[src/design/dsf_pkg.sv]
// ----------------------------------------------------------------------------
// dsf_pkg
// types and fixed constants of the difference sharpening filter
// ----------------------------------------------------------------------------
package dsf_pkg;

	localparam int DATA_W    = 32;
	localparam int GAIN_W    = 16;
	localparam int FMT_W     = 3;
	localparam int CNT_W     = 4;
	localparam int CFG_IDX_W = 2;
	localparam int CNT_CMP_W = 8;

	typedef enum logic [FMT_W-1:0] {
		FMT_S8  = 3'd0,
		FMT_U8  = 3'd1,
		FMT_S16 = 3'd2,
		FMT_U16 = 3'd3,
		FMT_S32 = 3'd4,
		FMT_U32 = 3'd5
	} fmt_e_t;

	localparam logic [CFG_IDX_W-1:0] CFG_GAIN     = 2'd0;
	localparam logic [CFG_IDX_W-1:0] CFG_FORMAT   = 2'd1;
	localparam logic [CFG_IDX_W-1:0] CFG_CHANNELS = 2'd2;

	localparam logic [GAIN_W-1:0] GAIN_RESET     = 16'd0;
	localparam logic [FMT_W-1:0]  FORMAT_RESET   = 3'd2;
	localparam logic [CNT_W-1:0]  CHANNELS_RESET = 4'd2;

endpackage

[src/design/dsf_ram.sv]
// ----------------------------------------------------------------------------
// dsf_ram
// generic single-write, single-read ram with registered read (read-first)
// ----------------------------------------------------------------------------
module dsf_ram #(
	parameter int WIDTH = 32,
	parameter int DEPTH = 8,
	localparam int AW = (DEPTH > 1) ? $clog2(DEPTH) : 1
) (
	input  logic             clk,
	input  logic             wr_en,
	input  logic [AW-1:0]    wr_addr,
	input  logic [WIDTH-1:0] wr_data,
	input  logic             rd_en,
	input  logic [AW-1:0]    rd_addr,
	output logic [WIDTH-1:0] rd_data
);

	logic [WIDTH-1:0] mem_q [DEPTH];

	always_ff @(posedge clk) begin
		if (rd_en) begin
			rd_data <= mem_q[rd_addr];
		end
		if (wr_en) begin
			mem_q[wr_addr] <= wr_data;
		end
	end

endmodule

[src/design/difference_sharpening_filter_unit.sv]
// ----------------------------------------------------------------------------
// difference_sharpening_filter_unit
// first difference emphasis on interleaved audio samples with saturation
// ----------------------------------------------------------------------------
//  channel  | role                           | payload
//  s_axis   | sample in                      | tdata sample_in, tuser buffer_start
//  m_axis   | sample out                     | tdata sample_out, tuser clipped
//  cfg      | register write, always ready   | cfg_index, cfg_data
//
//  one sample per cycle sustained while the output is not stalled
//  stages: history ram read, difference, gain multiply, scale and saturate
//  a stalled output holds its data; empty stages still fill behind it
//  reset loads config defaults, clears channel counter, sets seeding flag;
//  history is undefined until a channel is first written in a seeding frame
// ----------------------------------------------------------------------------
module difference_sharpening_filter_unit
	import dsf_pkg::*;
#(
	parameter int MAX_CHANNELS   = 8,
	parameter int SAMPLE_WIDTH   = 32,
	parameter int GAIN_FRAC_BITS = 8
) (
	input  logic                 clk,
	input  logic                 arst_n,
	input  logic                 s_axis_tvalid,
	output logic                 s_axis_tready,
	input  logic [DATA_W-1:0]    s_axis_tdata,  // [31:0] sample_in
	input  logic                 s_axis_tuser,  // [0] buffer_start
	output logic                 m_axis_tvalid,
	input  logic                 m_axis_tready,
	output logic [DATA_W-1:0]    m_axis_tdata,  // [31:0] sample_out
	output logic                 m_axis_tuser,  // [0] clipped
	input  logic                 cfg_valid,
	output logic                 cfg_ready,
	input  logic [CFG_IDX_W-1:0] cfg_index,
	input  logic [GAIN_W-1:0]    cfg_data
);

	localparam int AW  = (MAX_CHANNELS > 1) ? $clog2(MAX_CHANNELS) : 1;
	localparam int VW  = SAMPLE_WIDTH + 1;
	localparam int DFW = VW + 1;
	localparam int PW  = DFW + GAIN_W;
	localparam int SW  = PW + 1;
	localparam logic [SW-1:0] ROUND_ADD = SW'((64'd1 << GAIN_FRAC_BITS) - 64'd1);

	// config registers
	logic signed [GAIN_W-1:0] gain_q;
	logic [FMT_W-1:0]         sample_format_q;
	logic [CNT_W-1:0]         channel_count_q;

	// channel tracking
	logic [AW-1:0] channel_index_q;
	logic          seeding_frame_q;

	// format decode
	logic [5:0]              fmt_bits;
	logic [5:0]              width_w;
	logic                    fmt_sgn;
	logic [32:0]             mask_full;
	logic [SAMPLE_WIDTH-1:0] mask;
	logic [SAMPLE_WIDTH-1:0] sign_bit;
	logic [VW-1:0]           span;
	logic signed [SW-1:0]    hi_v;
	logic signed [SW-1:0]    lo_v;

	// handshake
	logic accept;
	logic out_en;
	logic en_s1;
	logic en_s2;
	logic en_s3;
	logic valid_s1;
	logic valid_s2;
	logic valid_s3;
	logic out_valid_q;

	// accept stage
	logic [SAMPLE_WIDTH-1:0] raw_in;
	logic                    seed_in;
	logic [AW-1:0]           ch_in;
	logic [AW:0]             ch_inc;
	logic [CNT_CMP_W-1:0]    cnt_eff;
	logic                    wrap;
	logic [SAMPLE_WIDTH-1:0] prev_rd;

	// pipeline payload
	logic [SAMPLE_WIDTH-1:0] raw_s1;
	logic                    seed_s1;
	logic [SAMPLE_WIDTH-1:0] raw_s2;
	logic                    seed_s2;
	logic signed [VW-1:0]    x_s2;
	logic signed [DFW-1:0]   diff_s2;
	logic [SAMPLE_WIDTH-1:0] raw_s3;
	logic                    seed_s3;
	logic signed [VW-1:0]    x_s3;
	logic signed [PW-1:0]    prod_s3;
	logic [DATA_W-1:0]       sample_out_q;
	logic                    clipped_q;

	// final stage
	logic signed [VW-1:0]    x_val;
	logic signed [VW-1:0]    p_val;
	logic signed [SW-1:0]    sum_full;
	logic signed [SW-1:0]    sum_adj;
	logic signed [SW-1:0]    res;
	logic signed [SW-1:0]    res_sat;
	logic                    clip_c;
	logic [SAMPLE_WIDTH-1:0] res_bits;

	function automatic logic signed [VW-1:0] to_val(
		input logic [SAMPLE_WIDTH-1:0] bits,
		input logic [SAMPLE_WIDTH-1:0] msk,
		input logic [SAMPLE_WIDTH-1:0] sbit,
		input logic [VW-1:0]           spn,
		input logic                    sgn
	);
		logic [SAMPLE_WIDTH-1:0] m;
		logic [VW-1:0]           v;
		m = bits & msk;
		v = {1'b0, m};
		if (sgn && ((m & sbit) != '0)) begin
			v = v - spn;
		end
		return signed'(v);
	endfunction

	assign cfg_ready = 1'b1;

	always_ff @(posedge clk or negedge arst_n) begin
		if (!arst_n) begin
			gain_q          <= signed'(GAIN_RESET);
			sample_format_q <= FORMAT_RESET;
			channel_count_q <= CHANNELS_RESET;
		end else if (cfg_valid) begin
			case (cfg_index)
				CFG_GAIN:     gain_q          <= signed'(cfg_data);
				CFG_FORMAT:   sample_format_q <= cfg_data[FMT_W-1:0];
				CFG_CHANNELS: channel_count_q <= cfg_data[CNT_W-1:0];
				default: ;
			endcase
		end
	end

	always_comb begin
		case (fmt_e_t'(sample_format_q))
			FMT_S8:  begin fmt_bits = 6'd8;  fmt_sgn = 1'b1; end
			FMT_U8:  begin fmt_bits = 6'd8;  fmt_sgn = 1'b0; end
			FMT_S16: begin fmt_bits = 6'd16; fmt_sgn = 1'b1; end
			FMT_U16: begin fmt_bits = 6'd16; fmt_sgn = 1'b0; end
			FMT_S32: begin fmt_bits = 6'd32; fmt_sgn = 1'b1; end
			default: begin fmt_bits = 6'd32; fmt_sgn = 1'b0; end
		endcase
		width_w   = (fmt_bits > 6'(SAMPLE_WIDTH)) ? 6'(SAMPLE_WIDTH) : fmt_bits;
		mask_full = (33'd1 << width_w) - 33'd1;
		mask      = mask_full[SAMPLE_WIDTH-1:0];
		sign_bit  = mask & ~(mask >> 1);
		span      = VW'(1) << width_w;
		hi_v      = fmt_sgn ? signed'(SW'(mask >> 1)) : signed'(SW'(mask));
		lo_v      = fmt_sgn ? ~hi_v : '0;
	end

	assign out_en        = !out_valid_q || m_axis_tready;
	assign en_s3         = !valid_s3 || out_en;
	assign en_s2         = !valid_s2 || en_s3;
	assign en_s1         = !valid_s1 || en_s2;
	assign s_axis_tready = en_s1;
	assign accept        = s_axis_tvalid && en_s1;

	// channel and seeding for the incoming sample
	always_comb begin
		raw_in  = s_axis_tdata[SAMPLE_WIDTH-1:0] & mask;
		seed_in = s_axis_tuser || seeding_frame_q;
		ch_in   = s_axis_tuser ? '0 : channel_index_q;
		ch_inc  = {1'b0, ch_in} + (AW+1)'(1);
		if (channel_count_q == '0) begin
			cnt_eff = CNT_CMP_W'(1);
		end else if (CNT_CMP_W'(channel_count_q) > CNT_CMP_W'(MAX_CHANNELS)) begin
			cnt_eff = CNT_CMP_W'(MAX_CHANNELS);
		end else begin
			cnt_eff = CNT_CMP_W'(channel_count_q);
		end
		wrap = CNT_CMP_W'(ch_inc) >= cnt_eff;
	end

	always_ff @(posedge clk or negedge arst_n) begin
		if (!arst_n) begin
			channel_index_q <= '0;
			seeding_frame_q <= 1'b1;
		end else if (accept) begin
			channel_index_q <= wrap ? '0 : ch_inc[AW-1:0];
			seeding_frame_q <= seed_in && !wrap;
		end
	end

	dsf_ram #(
		.WIDTH (SAMPLE_WIDTH),
		.DEPTH (MAX_CHANNELS)
	) u_hist (
		.clk     (clk),
		.wr_en   (accept),
		.wr_addr (ch_in),
		.wr_data (raw_in),
		.rd_en   (accept),
		.rd_addr (ch_in),
		.rd_data (prev_rd)
	);

	always_ff @(posedge clk or negedge arst_n) begin
		if (!arst_n) begin
			valid_s1    <= 1'b0;
			valid_s2    <= 1'b0;
			valid_s3    <= 1'b0;
			out_valid_q <= 1'b0;
		end else begin
			if (en_s1) begin
				valid_s1 <= accept;
			end
			if (en_s2) begin
				valid_s2 <= valid_s1;
			end
			if (en_s3) begin
				valid_s3 <= valid_s2;
			end
			if (out_en) begin
				out_valid_q <= valid_s3;
			end
		end
	end

	always_comb begin
		x_val = to_val(raw_s1, mask, sign_bit, span, fmt_sgn);
		p_val = to_val(prev_rd, mask, sign_bit, span, fmt_sgn);
	end

	always_comb begin
		sum_full = (SW'(x_s3) <<< GAIN_FRAC_BITS) + SW'(prod_s3);
		sum_adj  = sum_full + (sum_full[SW-1] ? signed'(ROUND_ADD) : signed'(SW'(0)));
		res      = sum_adj >>> GAIN_FRAC_BITS;
		clip_c   = 1'b0;
		res_sat  = res;
		if (res > hi_v) begin
			res_sat = hi_v;
			clip_c  = 1'b1;
		end
		if (res < lo_v) begin
			res_sat = lo_v;
			clip_c  = 1'b1;
		end
		res_bits = res_sat[SAMPLE_WIDTH-1:0] & mask;
	end

	always_ff @(posedge clk) begin
		if (accept) begin
			raw_s1  <= raw_in;
			seed_s1 <= seed_in;
		end
		if (en_s2 && valid_s1) begin
			raw_s2  <= raw_s1;
			seed_s2 <= seed_s1;
			x_s2    <= x_val;
			diff_s2 <= DFW'(x_val) - DFW'(p_val);
		end
		if (en_s3 && valid_s2) begin
			raw_s3  <= raw_s2;
			seed_s3 <= seed_s2;
			x_s3    <= x_s2;
			prod_s3 <= PW'(gain_q) * PW'(diff_s2);
		end
		if (out_en && valid_s3) begin
			sample_out_q <= DATA_W'(seed_s3 ? raw_s3 : res_bits);
			clipped_q    <= !seed_s3 && clip_c;
		end
	end

	assign m_axis_tvalid = out_valid_q;
	assign m_axis_tdata  = sample_out_q;
	assign m_axis_tuser  = clipped_q;

endmodule

[config.mk]
export PLATFORM = sky130hd
export DESIGN_NAME = difference_sharpening_filter_unit
export DESIGN_NICKNAME = d
export VERILOG_FILES = /design/src/design/dsf_pkg.sv /design/src/design/dsf_ram.sv /design/src/design/difference_sharpening_filter_unit.sv
export SDC_FILE = /design/constraint.sdc
export NUM_CORES = 2
export LEC_CHECK = 0
export BUFFER_PORTS_ARGS = -buffer_cell sky130_fd_sc_hd__buf_2
export CORE_MARGIN = 1.5
export CORE_UTILIZATION = 65
export DETAILED_ROUTE_END_ITERATION = 7
export MAX_ROUTING_LAYER = met4
export PLACE_DENSITY = 0.82
export SLEW_MARGIN = 15
export SYNTH_ARGS = -nofsm -noshare
export SYNTH_HDL_FRONTEND = slang
export SYNTH_SLANG_ARGS = --single-unit
[constraint.sdc]
create_clock -name clk -period 9.8 [get_ports clk]
set_input_delay 0.49 -clock clk [delete_from_list [all_inputs] [get_ports clk]]
set_output_delay 0.49 -clock clk [all_outputs]
set_load 0.01 [all_outputs]
==> results.py <==
metrics = {
    "yosys": {
        "yosysSeqAreaShare_pct": 37.1,
        "ys_ff_latch": 601,
        "syn_area_per_cell_um2": 10.8,
        "synth_top_flop_cell": "edfxtp_1",
        "ys_types": 91,
        "yosys_warnings": 0,
        "synth_area_um2": 48300,
        "synth_async_sr_flop_share_pct": 5.16,
        "syn_inst": 4474,
        "synth_edf_count": 570,
    },
    "setup_path": {
        "critPathMaxStageDelay_ns": 0.61,
        "arrival_ns": 9.58,
        "start_kind": "register",
        "crit_type": "register to register",
        "crit_fanout": 11,
        "required_ns": 10.20,
        "cpMaxStageDelayCell": "or4b_1",
        "cp-end-kind": "register",
    },
    "route": {
        "ant_nets": 0,
        "wl_met1_um": 48900,
        "vias_per_cell": 6.26,
        "num_vias": 34500,
        "drc": 1,
        "wl_met3_um": 11900,
        "met2RoutedLength_um": 61500,
        "dr.max_layer_used": "met4",
        "wl_per_cell_um": 22.9,
        "drt_first_pass_iters": 8,
        "drt_iter0_markers": 3595,
        "routed_wl_um": 126000,
    },
    "floorplanning": {
        "row_count": 99,
        "die-area_um2": 75900,
        "core_um2": 73200,
        "initial_core_util_pct": 66.0,
        "die_width_um": 276,
        "die_h_um": 276,
        "ios": 92,
    },
    "global_routing": {
        "gr-total-overflow": 0,
        "grt_usage_pct": 35.1,
        "grt_pass1_wl_um": 196000,
        "grt_max_degree": 73,
        "grt_pass1_vias": 34900,
        "antenna_found_initial": 4,
    },
    "clock_tree": {
        "cts_tree": "done",
        "max-clock-path-buffers": 3,
        "clock_latency_ns": 0.67,
        "clk_pin_slew_worst_paths_ns": 0.06,
        "clockRootBuffer": "clkbuf_16",
        "clock_sinks": 601,
        "htreeDepth": 2,
        "cts_inserted_buffers": 58,
    },
    "placement": {
        "hpwlAfterDp_um": 94000,
        "gp_congestion": 0.963,
        "port_buffers": 90,
    },
    "run": {
        "drv_cap": 0,
    },
    "timing": {
        "period_needed_ns": 9.18,
        "slew_headroom_pct": 21.0,
        "hold_viol": 0,
        "max_freq_ghz": 0.109,
        "setup-violations-final": 0,
        "drv_slew": 0,
        "tns_ns": 0,
        "rsz0062_at_grt": "no",
        "tightestPinTransition_ns": 1.19,
        "clock_skew_ns": 0.0685,
        "fin_crit_sh_pct": 93.7,
    },
    "run_status": {
        "status": "finished, violations left",
        "violations": "design-rule violations",
    },
    "finish": {
        "nNetsFinal": 5365,
        "n_fill_cell": 5116,
        "syn2layout_area_growth_pct": 7.19,
        "drive_gt1_share_pct": 7.11,
    },
    "min_path": {
        "hp-class": "primary input to register",
    },
}
## worst paths after layout
| check | start | end | slack, ns | depth (start not counted) |
|---|---|---|---|---|
| max | x_s3[0]$_DFFE_PP_ | m_axis_tdata[10]$_DFFE_PP_ | 0.62 | 33 |
| min | cfg_data[4] | gain_q[4]$_DFFE_PN0P_ | 0.11 | 2 |
| max reg2reg | x_s3[0]$_DFFE_PP_ | m_axis_tdata[10]$_DFFE_PP_ | 0.62 | 33 |
| min reg2reg | raw_s2[25]$_DFFE_PP_ | raw_s3[25]$_DFFE_PP_ | 0.41 | 0 |
| max in group asynchronous | arst_n | gain_q[12]$_DFFE_PN0P_ | 8.74 | 2 |
| min in group asynchronous | arst_n | gain_q[6]$_DFFE_PN0P_ | 0.50 | 2 |
## final cells by class
class / instances / area (um^2) / share of cell area [%]
Multi-Input combinational cell: 3075 / 27500 / 53.0
Sequential cell: 601 / 17900 / 34.6
Inverter: 614 / 2300 / 4.45
Clock buffer: 65 / 1480 / 2.85
Tap cell: 959 / 1200 / 2.32
Timing Repair Buffer: 156 / 986 / 1.90
Clock inverter: 43 / 448 / 0.865
Antenna cell: 1 / 2.50 / 0.00483
## cells in the mapped netlist (28+ instances only)
cell type,count,share of area [%]
nand3_1,59,0.61
o21ai_0,128,1.3
and2_1,198,2.6
a21oi_1,175,1.8
xnor2_1,124,2.2
ha_1,287,7.4
mux2_2,36,0.84
dfrtp_1,28,1.5
fa_1,516,21
nand2_1,524,4.1
o21a_1,37,0.58
nor3_1,55,0.57
nand2b_1,63,0.82
edfxtp_1,570,35
nand4_1,36,0.47
xor2_1,53,0.96
a21o_1,56,0.87
a22oi_1,48,0.75
nor2_1,178,1.4
o211ai_1,43,0.67
and3_1,28,0.36
clkbuf_1,180,1.4
a222oi_1,31,0.64
inv_1,614,4.8
nor2b_1,56,0.73
## kinds of logic (layout without fill, tap and decap cells)
kind of cell	count (synthesis)	after routing	synth area share [%]
adders and majority gates	803	803	28.8
muxes	60	60	1.34
xor gates and xnor gates	177	177	3.21
AOI/OAI and AO/OA	710	710	9.93
DFF	601	601	37.1
other	2	17	0.0156
and+or+nand+nor	1309	1309	13.3
buffers and inverters	812	878	6.35
## worst max-delay path: cells and delay by family, from the launching register on
kind	cells	cell delay (ns)
simple gates	11	2.93
compound gates	12	3.26
flops	1	0.34
mux	1	0.15
xor+xnor	1	0.29
fa+ha+maj	4	1.27
buf+inv	4	0.65
## cells in the final DEF (no fill, tap or decap), types with 24 or more instances in the layout
master     count
inv_1        613
edfxtp_1     570
nand2_1      524
fa_1         516
ha_1         287
and2_1       195
nor2_1       178
a21oi_1      175
o21ai_0      128
xnor2_1      124
buf_2         90
nand2b_1      63
buf_4         62
nand3_1       58
clkbuf_16     58
a21o_1        56
nor2b_1       55
xor2_1        53
nor3_1        52
a22oi_1       48
o211ai_1      43
o21a_1        37
nand4_1       36
mux2_2        36
a222oi_1      31
and3_1        28
dfrtp_1       26
a31oi_1       25
mux2i_1       24
## layer usage
layer / track usage (%) / vias up
li1: - / 15200
met2: 56.4 / 1798
met3: 4.45 / 280
met1: 46.8 / 17200
met4: 11.6 / 0
met5: - / -
## repair_timing
action                                  in CTS  in global routing
endpoints found under the setup margin       0                 32
hold endpoints to repair                    28                  0
setup buffers                                0                  1
gates resized for setup                      0                  7
hold buffers                                 1                  0
## flip-flops by register name, summed over array words and instances (netlist names), 3 cells and up
register / count
u_hist.mem_q: 256
prod_s3: 50
diff_s2: 34
x_s2: 33
x_s3: 33
m_axis_tdata: 32
raw_s1: 32
raw_s2: 32
raw_s3: 32
u_hist.rd_data: 32
gain_q: 16
channel_count_q: 4
channel_index_q: 3
sample_format_q: 3
## through the flow
stage | cells | cell area [um^2] | setup WS, ns | hold slack, ns | util [%]
3_3_place_gp | 5402 | 49800 | 0.842 | 0.401 | 68.0
2_1_floorplan | 4488 | 48300 | 2.02 | 0.194 | -
5_1_grt | 5514 | 51800 | 0.0306 | 0.101 | 70.7
3_5_place_dp | 5402 | 49800 | 0.377 | 0.405 | 68.0
6_report | 5514 | 51800 | 0.619 | 0.111 | 70.7
4_1_cts | 5511 | 51700 | 0.324 | 0.0945 | 70.6
Power is left out: the tool's default activity adds up to more than one toggle a clock period on the data nets, which glitch-free logic cannot reach.
